## config.mk

```make
export PLATFORM = sky130hd
export DESIGN_NAME = mss_controller
export DESIGN_NICKNAME = d
export VERILOG_FILES = /design/src/rtl/mss_pkg.sv /design/src/rtl/mss_controller.sv
export SDC_FILE = /design/constraint.sdc
export NUM_CORES = 1
export LEC_CHECK = 0
export CORE_MARGIN = 2
export CORE_UTILIZATION = 55
export CTS_BUF_LIST = sky130_fd_sc_hd__clkbuf_2
export DETAILED_ROUTE_END_ITERATION = 10
export DONT_BUFFER_PORTS = 1
export PLACE_DENSITY = 0.8
export SETUP_SLACK_MARGIN = 0.4
export SLEW_MARGIN = 10
export SYNTH_ARGS = -nofsm -noshare
export SYNTH_HDL_FRONTEND = slang
export SYNTH_SLANG_ARGS = --single-unit
```

## constraint.sdc

```tcl
create_clock -name clk_i -period 2 [get_ports clk_i]
set_input_delay 0.3 -clock clk_i [delete_from_list [all_inputs] [get_ports clk_i]]
set_output_delay 0.3 -clock clk_i [all_outputs]
set_load 0.02 [all_outputs]
```

## src/rtl/mss_pkg.sv

```systemverilog
`timescale 1ns / 1ps
package mss_pkg;

  localparam int MAX_DIMS   = 9;
  localparam int MAX_WINDOW = 32;
  localparam int NUM_SLOTS  = MAX_DIMS + 1;
  localparam int TAP_W      = $clog2(MAX_WINDOW);
  localparam int SLOT_W     = $clog2(NUM_SLOTS);
  localparam int ADDR_W     = SLOT_W + TAP_W;
  localparam int MEM_DEPTH  = NUM_SLOTS * MAX_WINDOW;
  localparam int FILL_W     = TAP_W + 1;
  localparam int ACC_W      = 54;
  localparam int ROOT_STEPS = 32;

  // history slot that holds the speed magnitude
  localparam logic [SLOT_W-1:0] NORM_SLOT = SLOT_W'(MAX_DIMS);

  // request modes
  localparam logic [1:0] MODE_SET    = 2'd0;
  localparam logic [1:0] MODE_TICK   = 2'd1;
  localparam logic [1:0] MODE_WEIGHT = 2'd2;

  // configuration register indexes
  localparam logic [1:0] REG_NUM_DIMS = 2'd0;
  localparam logic [1:0] REG_WINDOW   = 2'd1;

  typedef struct packed {
    logic              set_val;
    logic              wr_weight;
    logic              diff_load;
    logic              push_diff;
    logic              push_norm;
    logic              sum_clear;
    logic              sum_acc;
    logic              root_init;
    logic              root_step;
    logic              mac_clear;
    logic              mac_issue;
    logic              emit;
    logic [SLOT_W-1:0] slot;
    logic [TAP_W-1:0]  tap;
  } mss_cmd_t;

  typedef struct packed {
    logic mac_busy;
  } mss_stat_t;

endpackage

```

## src/rtl/mss_controller.sv

```systemverilog
`timescale 1ns / 1ps
module mss_controller import mss_pkg::*; (
  input  logic       clk_i,
  input  logic       rst_ni,
  input  logic       in_valid_i,
  output logic       in_ready_o,
  input  logic [1:0] mode_i,
  input  logic [4:0] index_i,
  output logic       out_valid_o,
  input  logic       out_ready_i,
  input  logic       cfg_valid_i,
  output logic       cfg_ready_o,
  input  logic [1:0] cfg_index_i,
  input  logic [5:0] cfg_data_i,
  output mss_cmd_t   cmd_o,
  input  mss_stat_t  stat_i
);

  localparam logic [3:0] S_IDLE   = 4'd0;
  localparam logic [3:0] S_DIFF   = 4'd1;
  localparam logic [3:0] S_SQR    = 4'd2;
  localparam logic [3:0] S_ACC    = 4'd3;
  localparam logic [3:0] S_RINIT  = 4'd4;
  localparam logic [3:0] S_ROOT   = 4'd5;
  localparam logic [3:0] S_PUSHN  = 4'd6;
  localparam logic [3:0] S_MSTART = 4'd7;
  localparam logic [3:0] S_MAC    = 4'd8;
  localparam logic [3:0] S_DRAIN  = 4'd9;
  localparam logic [3:0] S_OUT    = 4'd10;

  logic [3:0]        state_q, state_d;
  logic [3:0]        nd_cfg_q;
  logic [5:0]        ws_cfg_q;
  logic [SLOT_W-1:0] tnd_q, tnd_d;
  logic [FILL_W-1:0] tw_q, tw_d;
  logic [SLOT_W-1:0] slot_q, slot_d;
  logic [FILL_W-1:0] cnt_q, cnt_d;
  logic [SLOT_W-1:0] nd_clamp;
  logic [FILL_W-1:0] w_clamp;

  // clamp registers to their usable range
  always_comb begin
    if (nd_cfg_q == '0) nd_clamp = SLOT_W'(1);
    else if (nd_cfg_q > 4'(MAX_DIMS)) nd_clamp = SLOT_W'(MAX_DIMS);
    else nd_clamp = SLOT_W'(nd_cfg_q);
    if (ws_cfg_q == '0) w_clamp = FILL_W'(1);
    else if (ws_cfg_q > 6'(MAX_WINDOW)) w_clamp = FILL_W'(MAX_WINDOW);
    else w_clamp = FILL_W'(ws_cfg_q);
  end

  assign cfg_ready_o = 1'b1;
  assign in_ready_o  = state_q == S_IDLE;
  assign out_valid_o = state_q == S_OUT;

  // sequence one request
  always_comb begin
    state_d = state_q;
    tnd_d   = tnd_q;
    tw_d    = tw_q;
    slot_d  = slot_q;
    cnt_d   = cnt_q;
    cmd_o   = '0;
    cmd_o.slot = slot_q;
    cmd_o.tap  = cnt_q[TAP_W-1:0];
    case (state_q)
      S_IDLE: begin
        if (in_valid_i) begin
          case (mode_i)
            MODE_SET: cmd_o.set_val = index_i < 5'(MAX_DIMS);
            MODE_WEIGHT: cmd_o.wr_weight = 1'b1;
            MODE_TICK: begin
              cmd_o.sum_clear = 1'b1;
              tnd_d   = nd_clamp;
              tw_d    = w_clamp;
              slot_d  = '0;
              state_d = S_DIFF;
            end
            default: ;
          endcase
        end
      end
      S_DIFF: begin
        cmd_o.diff_load = 1'b1;
        state_d = S_SQR;
      end
      S_SQR: begin
        cmd_o.push_diff = 1'b1;
        state_d = S_ACC;
      end
      S_ACC: begin
        cmd_o.sum_acc = 1'b1;
        if (slot_q == tnd_q - 1'b1) begin
          state_d = S_RINIT;
        end else begin
          slot_d  = slot_q + 1'b1;
          state_d = S_DIFF;
        end
      end
      S_RINIT: begin
        cmd_o.root_init = 1'b1;
        cnt_d   = '0;
        state_d = S_ROOT;
      end
      S_ROOT: begin
        cmd_o.root_step = 1'b1;
        cnt_d = cnt_q + 1'b1;
        if (cnt_q == FILL_W'(ROOT_STEPS - 1)) state_d = S_PUSHN;
      end
      S_PUSHN: begin
        cmd_o.push_norm = 1'b1;
        cmd_o.slot = NORM_SLOT;
        slot_d  = NORM_SLOT;
        state_d = S_MSTART;
      end
      S_MSTART: begin
        cmd_o.mac_clear = 1'b1;
        cnt_d   = '0;
        state_d = S_MAC;
      end
      S_MAC: begin
        cmd_o.mac_issue = 1'b1;
        cnt_d = cnt_q + 1'b1;
        if (cnt_q == tw_q - 1'b1) state_d = S_DRAIN;
      end
      S_DRAIN: begin
        if (!stat_i.mac_busy) begin
          cmd_o.emit = 1'b1;
          state_d = S_OUT;
        end
      end
      S_OUT: begin
        if (out_ready_i) begin
          if (slot_q == '0) begin
            state_d = S_IDLE;
          end else begin
            slot_d  = (slot_q == NORM_SLOT) ? tnd_q - 1'b1 : slot_q - 1'b1;
            state_d = S_MSTART;
          end
        end
      end
      default: state_d = S_IDLE;
    endcase
  end

  always_ff @(posedge clk_i or negedge rst_ni) begin
    if (!rst_ni) begin
      state_q  <= S_IDLE;
      nd_cfg_q <= 4'd1;
      ws_cfg_q <= 6'd12;
      tnd_q    <= SLOT_W'(1);
      tw_q     <= FILL_W'(1);
      slot_q   <= '0;
      cnt_q    <= '0;
    end else begin
      state_q <= state_d;
      tnd_q   <= tnd_d;
      tw_q    <= tw_d;
      slot_q  <= slot_d;
      cnt_q   <= cnt_d;
      if (cfg_valid_i) begin
        if (cfg_index_i == REG_NUM_DIMS) nd_cfg_q <= cfg_data_i[3:0];
        if (cfg_index_i == REG_WINDOW) ws_cfg_q <= cfg_data_i;
      end
    end
  end

endmodule
```

* Word level (Yosys, flattened, before mapping)
Cells that the tools add are included.
** Cells by class
- Magnitude comparators :: 3
- Equality and inequality tests :: 25
- $add $sub $neg :: 5
- Reduce and logical (&&, ||, !) cells :: 15
- Multiplexer cells :: 39
** Operators with widths (count)
- $mux 4 :: 15
- $pmux 4 s11 :: 1
- $eq 4x3->1 const B :: 4
- $eq 4x4->1 const B :: 4
- $pmux 4 s4 :: 1
- $mux 1 :: 15
- $logic_not 4->1 :: 3
- $mux 6 :: 2
- $ne 2x2->1 const B :: 6
- $pmux 6 s2 :: 1
- $reduce_and 6->1 :: 2
- $eq 4x2->1 const B :: 2
- $sub 4x1->4 const B :: 2
- $add 6x1->6 const B :: 1
- $eq 6x5->1 const B :: 1
- $eq 6x6->1 :: 1
- $gt 6x6->1 const B :: 1
- $logic_not 6->1 :: 1
- $mux 3 :: 2
- $sub 6x1->6 const B :: 1
- $lt 5x4->1 const B :: 1
- $add 4x1->4 const B :: 1
- $eq 2x1->1 const B :: 2
- $eq 4x1->1 const B :: 1
- 11 further kinds :: 16
** Storage, ports and cells
- Input port bits :: 21
- Register bits :: 34

* Longest topological paths before layout
Gate-level depths: netlist of the first run.
- Word-level depth :: 5
- Depth in mapped cells :: 7

* Worst setup path before layout of the first run
Ideal clock, no wire load.
- Path type :: reg-to-reg
- Start :: register state_q[3]
- End :: register slot_q[0]
- Required time :: 1.875 ns
- Slack :: -0.226 ns
- Buffers on the path :: 1
- Cell stages (with the launch flop) :: 6
- Library setup time :: 0.125 ns
- Arrival time :: 2.101 ns
- Period minus slack after synthesis :: 2.226 ns
- Cells stage by stage :: dfrtp_1 > clkbuf_1 > nor3_1 > o31ai_1 > and2_4 > mux2_4
** Between the ends
- Word-level cells in the longest chain between the ends :: 3
- Elaborated cells on any way between the ends :: 12
** Ends and longest elaborated chain
- start: declaration :: RTL line mss_controller.sv:31 : logic [3:0] state_q, state_d;
- start signal: assignment :: RTL line mss_controller.sv:155 : state_q <= state_d;
- $eq 4x2->1 (tied with other cells) :: RTL line mss_controller.sv:65 : case (state_q)
- $ne 2x2->1 (no source line) (tied with other cells)
- $reduce_and 6->1 (no source line)
- end signal: assignment :: RTL line mss_controller.sv:158 : slot_q <= slot_d;
- end: declaration :: RTL line mss_controller.sv:36 : logic [SLOT_W-1:0] slot_q, slot_d;
Parallel ways exist; a longest one is shown, timed or not.
A chain may end at the register's enable or synchronous reset.

==> metrics.yaml, run 1 <==
critical_path:
  arrival_ns: 1.91
  ff2ff_setup_slack_ns: -0.09
  r2r_cells: 7
  path_buf_inv: 1
  crit_family: "simple AND/OR/NAND/NOR gates"
  critPathMaxFanout: 3
  critPathCaptureType: "primary output"
  crit_chain: "or4_4, clkinv_4, nand4b_1, nor3_4"
  critPathLaunchType: "flip-flop"
  r2r_end: "slot_q[0]$_DFFE_PN0P_"
  critPathKind: "reg2out"
  critPathRequiredTime_ns: 1.70
  crit_slowest_cell: "or4_4"
  crit_start: "state_q[1]$_DFFE_PN0P_"
  rr_startpoint: "state_q[2]$_DFFE_PN0P_"
  slowest_delay_ns: 0.59
placement:
  gp_congestion: 0.868
  io_buffer_count: 0
  place_hpwl_um: 4030
  dp_cells: 340
yosys:
  yosysWarnings: 0
  syn_area_um2: 2430
  synth_flop_cell: "dfrtp_1"
  ys_seq_area_frac: 0.352
  synth_edf_count: 0
  synthArstFlopShare: 1.00
  syn_inst: 279
  synth.avg_cell_area_um2: 8.73
  syn-num-nets: 306
  synth-seq-cells: 34
  synth_cell_types: 59
detailed_routing:
  vias: 2648
  routed_wl_um: 8860
  vias_per_cell: 6.74
  routedWlPerCell_um: 22.5
  drc: 0
  drt-pass1-iter-count: 5
  antenna_left: 0
  initialDrtViolationCount: 397
layout:
  drive_above_1_share: 0.490
  final_cells: 393
  fillers: 194
  area_growth_pct: 48.1
  final_core_util: 0.840
  layout_common_cells: "buf_4 (51), dfrtp_1 (27), nand2_1 (20)"
  final_common_cell: "buf_4"
  diodes: 0
  fin_nets: 367
worst_hold_path:
  min-delay-start: "cfg_data_i[3]"
  worstHoldEndpoint: "nd_cfg_q[3]$_DFFE_PN0P_"
  holdCritPathClass: "in2reg"
  whs_path_depth: 1
pwr:
  powerDensity_nw_per_um2: 1510
  total_power_w: 0.00543
  irDropWorstVdd_uv: 706
  leakage_nw: 1.56
timing:
  tightest_slew_ns: 0.541
  hold_viol: 0
  fin_crit_sh: 1.10
  rsz0062_at_grt: "true"
  finalSetupViolations: 15
  maxSlewHeadroom: 0.638
  min_period_ns: 2.21
  finClkSkew_ns: 0.0406
  maxSlewViolCount: 0
  timing.fmax_mhz: 453
  fin_ws_ns: -0.208
  finalSetupTns_ns: -1.20
floorplanning:
  die_width_um: 70.5
  fp.coreArea_um2: 4290
  fp.dieH_um: 70.5
  die-area_um2: 4980
  start_util: 0.567
  io_pins: 45
  rows: 24
clock_tree:
  h-tree-depth: 2
  clk_pin_slew_ns: 0.21
  cts-root-buf: "clkbuf_2"
  cts_tree: "built"
  cts.sinks: 34
  clk-insertion-delay-late_ns: 0.40
  clk_path_buf_depth: 2
  numCtsBuffers: 5
global_route:
  grtUsageMet3: 0.0513
  grt.overflow.total: 0
  grt_busiest_layer: "met2"
  grt_pass1_wl_um: 10600
  use_met2: 0.474
  antenna_found_initial: 0
  grt_use_met1: 0.338
  grt_max_degree: 35
  grt_use_total: 0.266
  grt_pass1_vias: 2229
job:
  cap_violations: 0
run_status:
  failed_checks: "negative setup slack"
  status: "complete, but fails checks"
sequential cells by signal, summed over array words and instances (netlist names):
name	cells
cnt_q	6
tw_q	6
ws_cfg_q	6
nd_cfg_q	4
slot_q	4
state_q	4
tnd_q	4
synth_stat cells (all sizes together) (7+ instances only):
library cell / instances / area share
a21oi: 13 / 0.027
clkbuf: 14 / 0.022
inv: 16 / 0.025
nand2b: 7 / 0.021
dfrtp: 29 / 0.30
nand3b: 9 / 0.028
mux2: 12 / 0.057
nand2: 24 / 0.037
buf: 8 / 0.025
nor3: 10 / 0.021
xnor2: 8 / 0.029
o21ai: 22 / 0.045
nor2: 19 / 0.029
how the worst max path moves through the flow:
stage,endpoint,cells after the start
global route,cmd_o[20],4
finish,cmd_o[20],4
floorplan,slot_q[0]$_DFFE_PN0P_,7
CTS,cmd_o[20],4
global placement,slot_q[0]$_DFFE_PN0P_,7
detailed placement,slot_q[0]$_DFFE_PN0P_,7
power by group:
part	internal [W]	switching (W)	total [W]	leakage, nW
Clock	0.0000861	0.000242	0.000329	0.0304
Combinational	0.00187	0.00204	0.00391	1.13
Sequential	0.000930	0.000265	0.00120	0.402
Total	0.00289	0.00254	0.00543	1.56
per-stage QoR:
step           setup slack [ns]  cell area [um^2]  hold slack, ns
4_1_cts                  -0.162              3210          0.0758
5_1_grt                  -0.248              3610          0.0449
3_3_place_gp             0.0692              2740         0.00560
2_1_floorplan          -0.00251              2560         0.00441
3_5_place_dp             0.0395              2740         0.00541
6_report                 -0.208              3610          0.0666
worst reg2reg max path: stages (launching register included):
cell      delay (ns)
dfrtp_1         0.45
buf_4           0.15
buf_4           0.13
nand2b_4        0.15
or3b_1          0.37
a311o_1         0.31
and2_4          0.18
mux2_4          0.29
final cells by class:
type                            count  area (um^2)  share of cell area
Timing Repair inverter              1         16.3             0.00451
Clock buffer                        6         30.0             0.00833
Timing Repair Buffer               75          713               0.198
Clock inverter                      2         8.76             0.00243
Multi-Input combinational cell    207         1840               0.509
Inverter                           16         77.6              0.0215
Tap cell                           52         65.1              0.0180
Sequential cell                    34          860               0.238
cells by family (layout without fill, tap and decap cells):
group / after synthesis / after routing / synth area share
XOR/XNOR: 15 / 15 / 0.0596
AND/OR/NAND/NOR: 100 / 100 / 0.223
multiplexers: 14 / 14 / 0.0653
buffers and inverters: 38 / 100 / 0.0714
other: 1 / 1 / 0.00154
flip-flops: 34 / 34 / 0.352
adder cells (fa/ha/maj): 6 / 6 / 0.0308
AO/OA/AOI/OAI: 71 / 71 / 0.196
what timing repair did:
item / in CTS / in global routing
gates cloned: 2 / 0
hold endpoints to repair: 35 / 0
hold buffers: 3 / 0
endpoints found under the setup margin: 37 / 42
pin swaps: 15 / 17
setup buffers: 16 / 24
gates resized for setup: 59 / 53
metal layers:
metal | part of all wire | vias up | routed length, um
met5 | 0 | - | 0
met4 | 0.044 | 0 | 391
met1 | 0.38 | 1273 | 3340
met3 | 0.094 | 49 | 834
li1 | - | 1124 | -
met2 | 0.48 | 202 | 4290
Power figures use the tool's default switching activity.
==> run 2: changes to the inputs <==
GPL_TIMING_DRIVEN = 0   (was not set)
==> run 2 against run 1 <==
Effect of this change:
- the flow still finishes with violations (negative setup slack)
- critical path depth unchanged
- power increased by 7.8%
- routed wire length rose by 5.9%
- critical endpoint unchanged
==> metrics.yaml, run 2 (synthesis gave the netlist of run 1 again) <==
run_status:
  status: "complete, but fails checks"
  failed_checks: "negative setup slack"
clock_tree:
  numCtsBuffers: 5  # unchanged
  clk-insertion-delay-late_ns: 0.41  # about the same
  cts.sinks: 34  # unchanged
  h-tree-depth: 2  # unchanged
  clk_pin_slew_ns: 0.24  # +0.03 ns
  cts_tree: "built"
  cts-root-buf: "clkbuf_2"
  clk_path_buf_depth: 2  # unchanged
floorplanning:
  fp.coreArea_um2: 4290  # unchanged
  die_width_um: 70.5  # unchanged
  io_pins: 45  # unchanged
  start_util: 0.567  # unchanged
  fp.dieH_um: 70.5  # unchanged
  rows: 24  # unchanged
  die-area_um2: 4980  # unchanged
placement:
  preCtsSetupSlack_ns: -0.153  # -0.193 ns
  place_hpwl_um: 3900  # -3.2%
  gp_congestion: 0.898  # +3.5%
  io_buffer_count: 0  # unchanged
pwr:
  irDropWorstVdd_uv: 702  # -0.52%
  total_power_w: 0.00586  # +7.8%
  p_switching_w: 0.00269  # +5.7%
  leakage_nw: 1.60  # +2.6%
  combPwrFrac: 0.718  # about the same
  p_sw_frac: 0.459  # -0.00928
  p_seq_frac: 0.201  # -0.019
  clock_power_share: 0.081  # +0.021
  powerDensity_nw_per_um2: 1590  # +5.2%
  intPower_w: 0.00317  # +9.7%
detailed_routing:
  met3_length_um: 1020  # +23%
  antenna_left: 0  # unchanged
  wl_met1_um: 3450  # +3.5%
  initialDrtViolationCount: 460  # +16%
  routedWlPerCell_um: 23.7  # +5.1%
  vias: 2774  # +4.8%
  vias_per_cell: 7.01  # +4.0%
  routed_wl_um: 9380  # +5.9%
  drc: 0  # unchanged
  drt-pass1-iter-count: 5  # unchanged
  wl_met2_um: 4460  # +3.7%
  topRoutingLayerUsed: "met4"
worst_hold_path:
  min-delay-start: "cfg_data_i[2]"
  whs_path_depth: 1  # unchanged
  worstHoldEndpoint: "nd_cfg_q[2]$_DFFE_PN0P_"
  holdCritPathClass: "in2reg"
global_route:
  grt_use_total: 0.287  # +0.0208
  grt_pass1_wl_um: 11500  # +8.6%
  grt_max_degree: 35  # unchanged
  grt_pass1_vias: 2427  # +8.9%
  antenna_found_initial: 0  # unchanged
  grt.overflow.total: 0  # unchanged
timing:
  min_period_ns: 2.31  # +0.104 ns
  hold_slack_ns: 0.0509  # -0.0157 ns
  fin_crit_sh: 1.16  # +0.0519
  rsz0062_at_grt: "true"
  timing.fmax_mhz: 433  # -4.5%
  maxSlewViolCount: 0  # unchanged
  hold_viol: 0  # unchanged
  finClkSkew_ns: 0.0603  # +0.0197 ns
  maxSlewHeadroom: 0.603  # -0.0351
  finalSetupViolations: 25  # +10
  fin_ws_ns: -0.312  # -0.104 ns
  tightest_slew_ns: 0.595  # +0.0539 ns
critical_path:
  critPathMaxFanout: 4  # +1
  critPathRequiredTime_ns: 1.70  # about the same
  r2r_cells: 9  # +2
  ff2ff_setup_slack_ns: -0.28  # -0.19 ns
  critPathCaptureType: "primary output"
  rr_startpoint: "state_q[2]$_DFFE_PN0P_"
  critPathKind: "reg2out"
  arrival_ns: 2.01  # +0.10 ns
  critPathLaunchType: "flip-flop"
  r2r_end: "slot_q[2]$_DFFE_PN0P_"
job:
  cap_violations: 0  # unchanged
layout:
  fin_nets: 370  # +0.82%
  diodes: 0  # unchanged
  final_core_util: 0.860  # +0.0204
  drive_above_1_share: 0.480  # -0.0101
  largest_registers: "cnt_q x6, tw_q x6, ws_cfg_q x6"
  final_common_cell: "buf_4"
  fillers: 175  # -9.8%
  area_growth_pct: 51.7
  layout_common_cells: "buf_4 (40), dfrtp_1 (24), nand2_1 (22)"
run 2: cell type report:
type / count / area, um^2 / share of cell area
timing repair buffer: 57 / 571 / 0.154
sequential: 34 / 863 / 0.234
clock buffer: 5 / 25.0 / 0.00678
tap: 52 / 65.1 / 0.0176
multi-input combinational: 207 / 1800 / 0.487
clock inverter: 3 / 45.0 / 0.0122
inverter: 16 / 72.6 / 0.0196
buffer: 22 / 253 / 0.0684
run 2: per-stage QoR:
| stage | TNS (ns) | instance area, um^2 | std cells |
|---|---|---|---|
| after global placement | -0.310 | 2630 | 331 |
| after CTS | -0.675 | 3330 | 370 |
| after floorplan | -0.00251 | 2560 | 279 |
| after detailed placement | -0.320 | 2630 | 331 |
| after global routing | -4.31 | 3690 | 396 |
| final | -4.07 | 3690 | 396 |
run 2: worst max path at each step:
| stage | start | to | slack, ns | depth (start not counted) |
|---|---|---|---|---|
| after floorplan | slot_q[1]$_DFFE_PN0P_ | slot_q[0]$_DFFE_PN0P_ | -0.003 | 7 |
| after global placement | state_q[3]$_DFFE_PN0P_ | slot_q[0]$_DFFE_PN0P_ | -0.14 | 5 |
| after detailed placement | slot_q[1]$_DFFE_PN0P_ | slot_q[0]$_DFFE_PN0P_ | -0.15 | 7 |
| after CTS | state_q[1]$_DFFE_PN0P_ | cmd_o[20] | -0.18 | 4 |
| after global routing | state_q[1]$_DFFE_PN0P_ | cmd_o[20] | -0.33 | 4 |
| final | state_q[1]$_DFFE_PN0P_ | cmd_o[20] | -0.31 | 4 |
run 2: power groups by stage:
stage | sequential, W | combinational (W) | clock [W]
5_1_grt | 0.00119 | 0.00436 | 0.000504
4_1_cts | 0.00113 | 0.00321 | 0.000472
3_5_place_dp | 0.00120 | 0.00223 | 0
3_3_place_gp | 0.00118 | 0.00219 | 0
2_1_floorplan | 0.00113 | 0.00190 | 0
6_report | 0.00118 | 0.00421 | 0.000475
run 2: worst max-delay path, stage by stage, from the launching register on:
cell      delay [ns]
dfrtp_1         0.48
or4_4           0.60
inv_6           0.12
nand4b_1        0.15
nor3_4          0.26
run 2: what timing repair did:
action	in CTS	in global routing
endpoints found under the hold margin	35	0
pin swaps	24	25
endpoints found under the setup margin	41	41
setup buffers	27	26
gates resized for setup	85	43
cloned	1	0
hold buffers	3	0
run 2: layer usage:
| metal | vias up | global-route usage |
|---|---|---|
| met5 | - | 0 |
| met4 | 0 | 0.103 |
| met3 | 57 | 0.0442 |
| met2 | 258 | 0.513 |
| met1 | 1322 | 0.353 |
| li1 | 1137 | - |
==> run 3: changes to the inputs <==
ABC_AREA = 1   (was not set)
CORE_UTILIZATION = 30   (was 55)
PLACE_DENSITY = 0.52   (was 0.8)
SKIP_CTS_REPAIR_TIMING = 1   (was not set)
==> run 3 against run 2 <==
Effect of this change:
- the flow now finishes without violations
- power fell by 34%
- die area up 72%
- cell count grew 17%
- synthesized cell count increased by 19%
- cell area fell by 18%
- combinational power is 45% lower
- flip-flop and latch count unchanged
- routed wire length shrank 41%
- critical path depth rose by 2
==> metrics.yaml, run 3 <==
critical_path:
  ff2ff_setup_slack_ns: 0.21  # +0.49 ns
  critPathCaptureType: "primary output"
  critPathLaunchType: "flip-flop"
  critPathRequiredTime_ns: 1.70  # about the same
  critPathMaxFanout: 6  # +2
  arrival_ns: 1.66  # -0.35 ns
  critPathKind: "reg2out"
yosys:
  synth_edf_count: 0  # unchanged
  synth_flop_cell: "dfrtp_1"
  yosysWarnings: 0  # unchanged
  synth_most_common_cell: "nand2_1"
  synthArstFlopShare: 1.00  # unchanged
  synth_cell_types: 39  # -34%
  synth-seq-cells: 34  # unchanged
  synth_top_area_cell: "dfrtp_1"
  syn_inst: 333  # +19%
  yosysTopAreaCellShare: 0.308  # +0.00997
  synth.avg_cell_area_um2: 7.08  # -19%
  syn_area_um2: 2360  # -3.2%
  yosys-top-cells-area: "dfrtp_1 (31%), nand2_1 (15%), nand3_1 (6.8%), inv_1 (6.1%), dfstp_2 (5.6%)"
  ys_seq_area_frac: 0.364  # +0.0118
  synthTopCellsByCount: "nand2_1 (92), inv_1 (38), nor2_1 (33)"
  syn-num-nets: 360  # +18%
floorplanning:
  rows: 32  # +33%
  io_pins: 45  # unchanged
  die-area_um2: 8580  # +72%
  fp.coreArea_um2: 7690  # +79%
  fp.dieH_um: 92.6  # +31%
  start_util: 0.306  # -0.261
  die_width_um: 92.6  # +31%
timing:
  maxSlewViolCount: 0  # unchanged
  finalSetupViolations: 0  # -100%
  hold_viol: 0  # unchanged
  hold_slack_ns: 0.0477  # -0.00324 ns
  fin_ws_ns: 0.0357  # +0.347 ns
  tightest_slew_ns: 0.535  # -0.0600 ns
  min_period_ns: 1.96  # -0.347 ns
  fin_crit_sh: 0.982  # -0.174
  maxSlewHeadroom: 0.643  # +0.0400
  finClkSkew_ns: 0.0193  # -0.0410 ns
  timing.fmax_mhz: 509  # +18%
  rsz0062_at_grt: "true"
detailed_routing:
  vias: 2154  # -22%
  vias_per_cell: 4.63  # -34%
  routedWlPerCell_um: 11.9  # -50%
  initialDrtViolationCount: 85  # -82%
  drt-pass1-iter-count: 4  # -1
  topRoutingLayerUsed: "met4"
  wl_met1_um: 2490  # -28%
  met3_length_um: 345  # -66%
  routed_wl_um: 5520  # -41%
  antenna_left: 0  # unchanged
  wl_met2_um: 2650  # -41%
  drc: 0  # unchanged
placement:
  dpl_cell_area_um2: 2530  # -3.7%
  place_hpwl_um: 4030  # +3.2%
  io_buffer_count: 0  # unchanged
  preCtsSetupSlack_ns: 0.213  # +0.366 ns
  gp_congestion: 0.804  # -10%
pwr:
  irDropWorstVdd_uv: 472  # -33%
  powerDensity_nw_per_um2: 1290  # -19%
  leakage_nw: 1.41  # -12%
clock_tree:
  h-tree-depth: 2  # unchanged
  cts.sinks: 34  # unchanged
  clk-insertion-delay-late_ns: 0.37  # -0.04 ns
  clk_path_buf_depth: 2  # unchanged
  numCtsBuffers: 5  # unchanged
  cts_tree: "built"
  cts-root-buf: "clkbuf_2"
  clk_pin_slew_ns: 0.17  # -0.07 ns
global_route:
  grt_max_degree: 35  # unchanged
  antenna_found_initial: 0  # unchanged
  grt.overflow.total: 0  # unchanged
  grt_use_total: 0.127  # -0.159
  grt_pass1_vias: 1948  # -20%
  grt_pass1_wl_um: 8940  # -22%
run_status:
  status: "finished, final reports clean"
layout:
  fin_nets: 389  # +5.1%
  diodes: 0  # unchanged
  drive_above_1_share: 0.328  # -0.152
  final_core_util: 0.392  # -0.468
  area_growth_pct: 27.9
  largest_registers: "cnt_q x6, tw_q x6, ws_cfg_q x6"
  final_common_cell: "nand2_1"
  fin_area_um2: 3010  # -18%
  layout_common_cells: "nand2_1 (81), inv_1 (28), nand3_1 (27)"
job:
  cap_violations: 0  # unchanged
worst_hold_path:
  holdCritPathClass: "in2reg"
-- run 3: cell types whose count changed in the layout (fill, tap and decap cells not counted), sizes merged, moves of 5 or more --
cell / delta
nor2: +25
a21oi: -6
nand3b: -7
clkbuf: -7
nand3: +29
buf: -39
nor2b: -5
nand2: +73
mux2: -11
inv: +28
nand2b: -7
xnor2: -7
-- run 3: worst max-delay path, stage by stage, from the launching register on --
cell	delay [ns]
dfrtp_2	0.49
nor2_4	0.14
inv_4	0.06
nor2_8	0.19
inv_2	0.06
nor2_4	0.20
buf_8	0.16
-- run 3: path summary, 6_finish.rpt --
check,cells past startpoint,startpoint,endpoint
worst max-delay path,6,state_q[1]$_DFFE_PN0P_,cmd_o[15]
worst max register to register,13,tw_q[0]$_DFFE_PN1P_,state_q[3]$_DFFE_PN0P_
max in group asynchronous,2,rst_ni,tw_q[0]$_DFFE_PN1P_
min in group asynchronous,2,rst_ni,tw_q[2]$_DFFE_PN0P_
worst min register to register,2,nd_cfg_q[0]$_DFFE_PN1P_,nd_cfg_q[0]$_DFFE_PN1P_
worst min-delay path,2,cfg_data_i[0],nd_cfg_q[0]$_DFFE_PN1P_
-- run 3: cell type report --
cell class | count | area [um^2]
buffer | 9 | 68.8
clock buffer | 6 | 30.0
clock inverter | 2 | 33.8
fill | 827 | 4670
inverter | 47 | 198
multi-input combinational | 243 | 1480
sequential | 34 | 865
tap | 102 | 128
timing repair buffer | 22 | 208
-- run 3: kinds of logic (layout without fill, tap and decap cells) --
logic type	count (synthesis)	in the layout	share of synthesized area
adder cells (fa/ha/maj)	6	6	0.0319
AND/OR/NAND/NOR	191	191	0.382
flip-flops	34	34	0.364
AO/OA/AOI/OAI	39	39	0.0940
other	1	1	0.00159
multiplexers	1	1	0.00478
XOR/XNOR	5	5	0.0186
buffers and inverters	56	86	0.103
-- run 3: where the power goes --
part / internal (W) / leakage (nW) / switching, W
sequential: 0.000907 / 0.417 / 0.000238
clock: 0.000214 / 0.0406 / 0.000230
combinational: 0.000921 / 0.954 / 0.00138
total: 0.00204 / 1.41 / 0.00185
-- run 3: layer usage --
metal,vias up,GRT usage
li1,1117,-
met1,973,0.165
met2,59,0.214
met3,5,0.0366
met4,0,0.0257
met5,-,0
-- run 3: per-stage QoR --
stage	power [W]	cells	setup TNS, ns
CTS	0.00343	443	-0.169
global route	0.00428	465	-0.0849
floorplan	0.00266	333	0
global placement	0.00295	435	0
detailed placement	0.00298	435	0
finish	0.00389	465	0
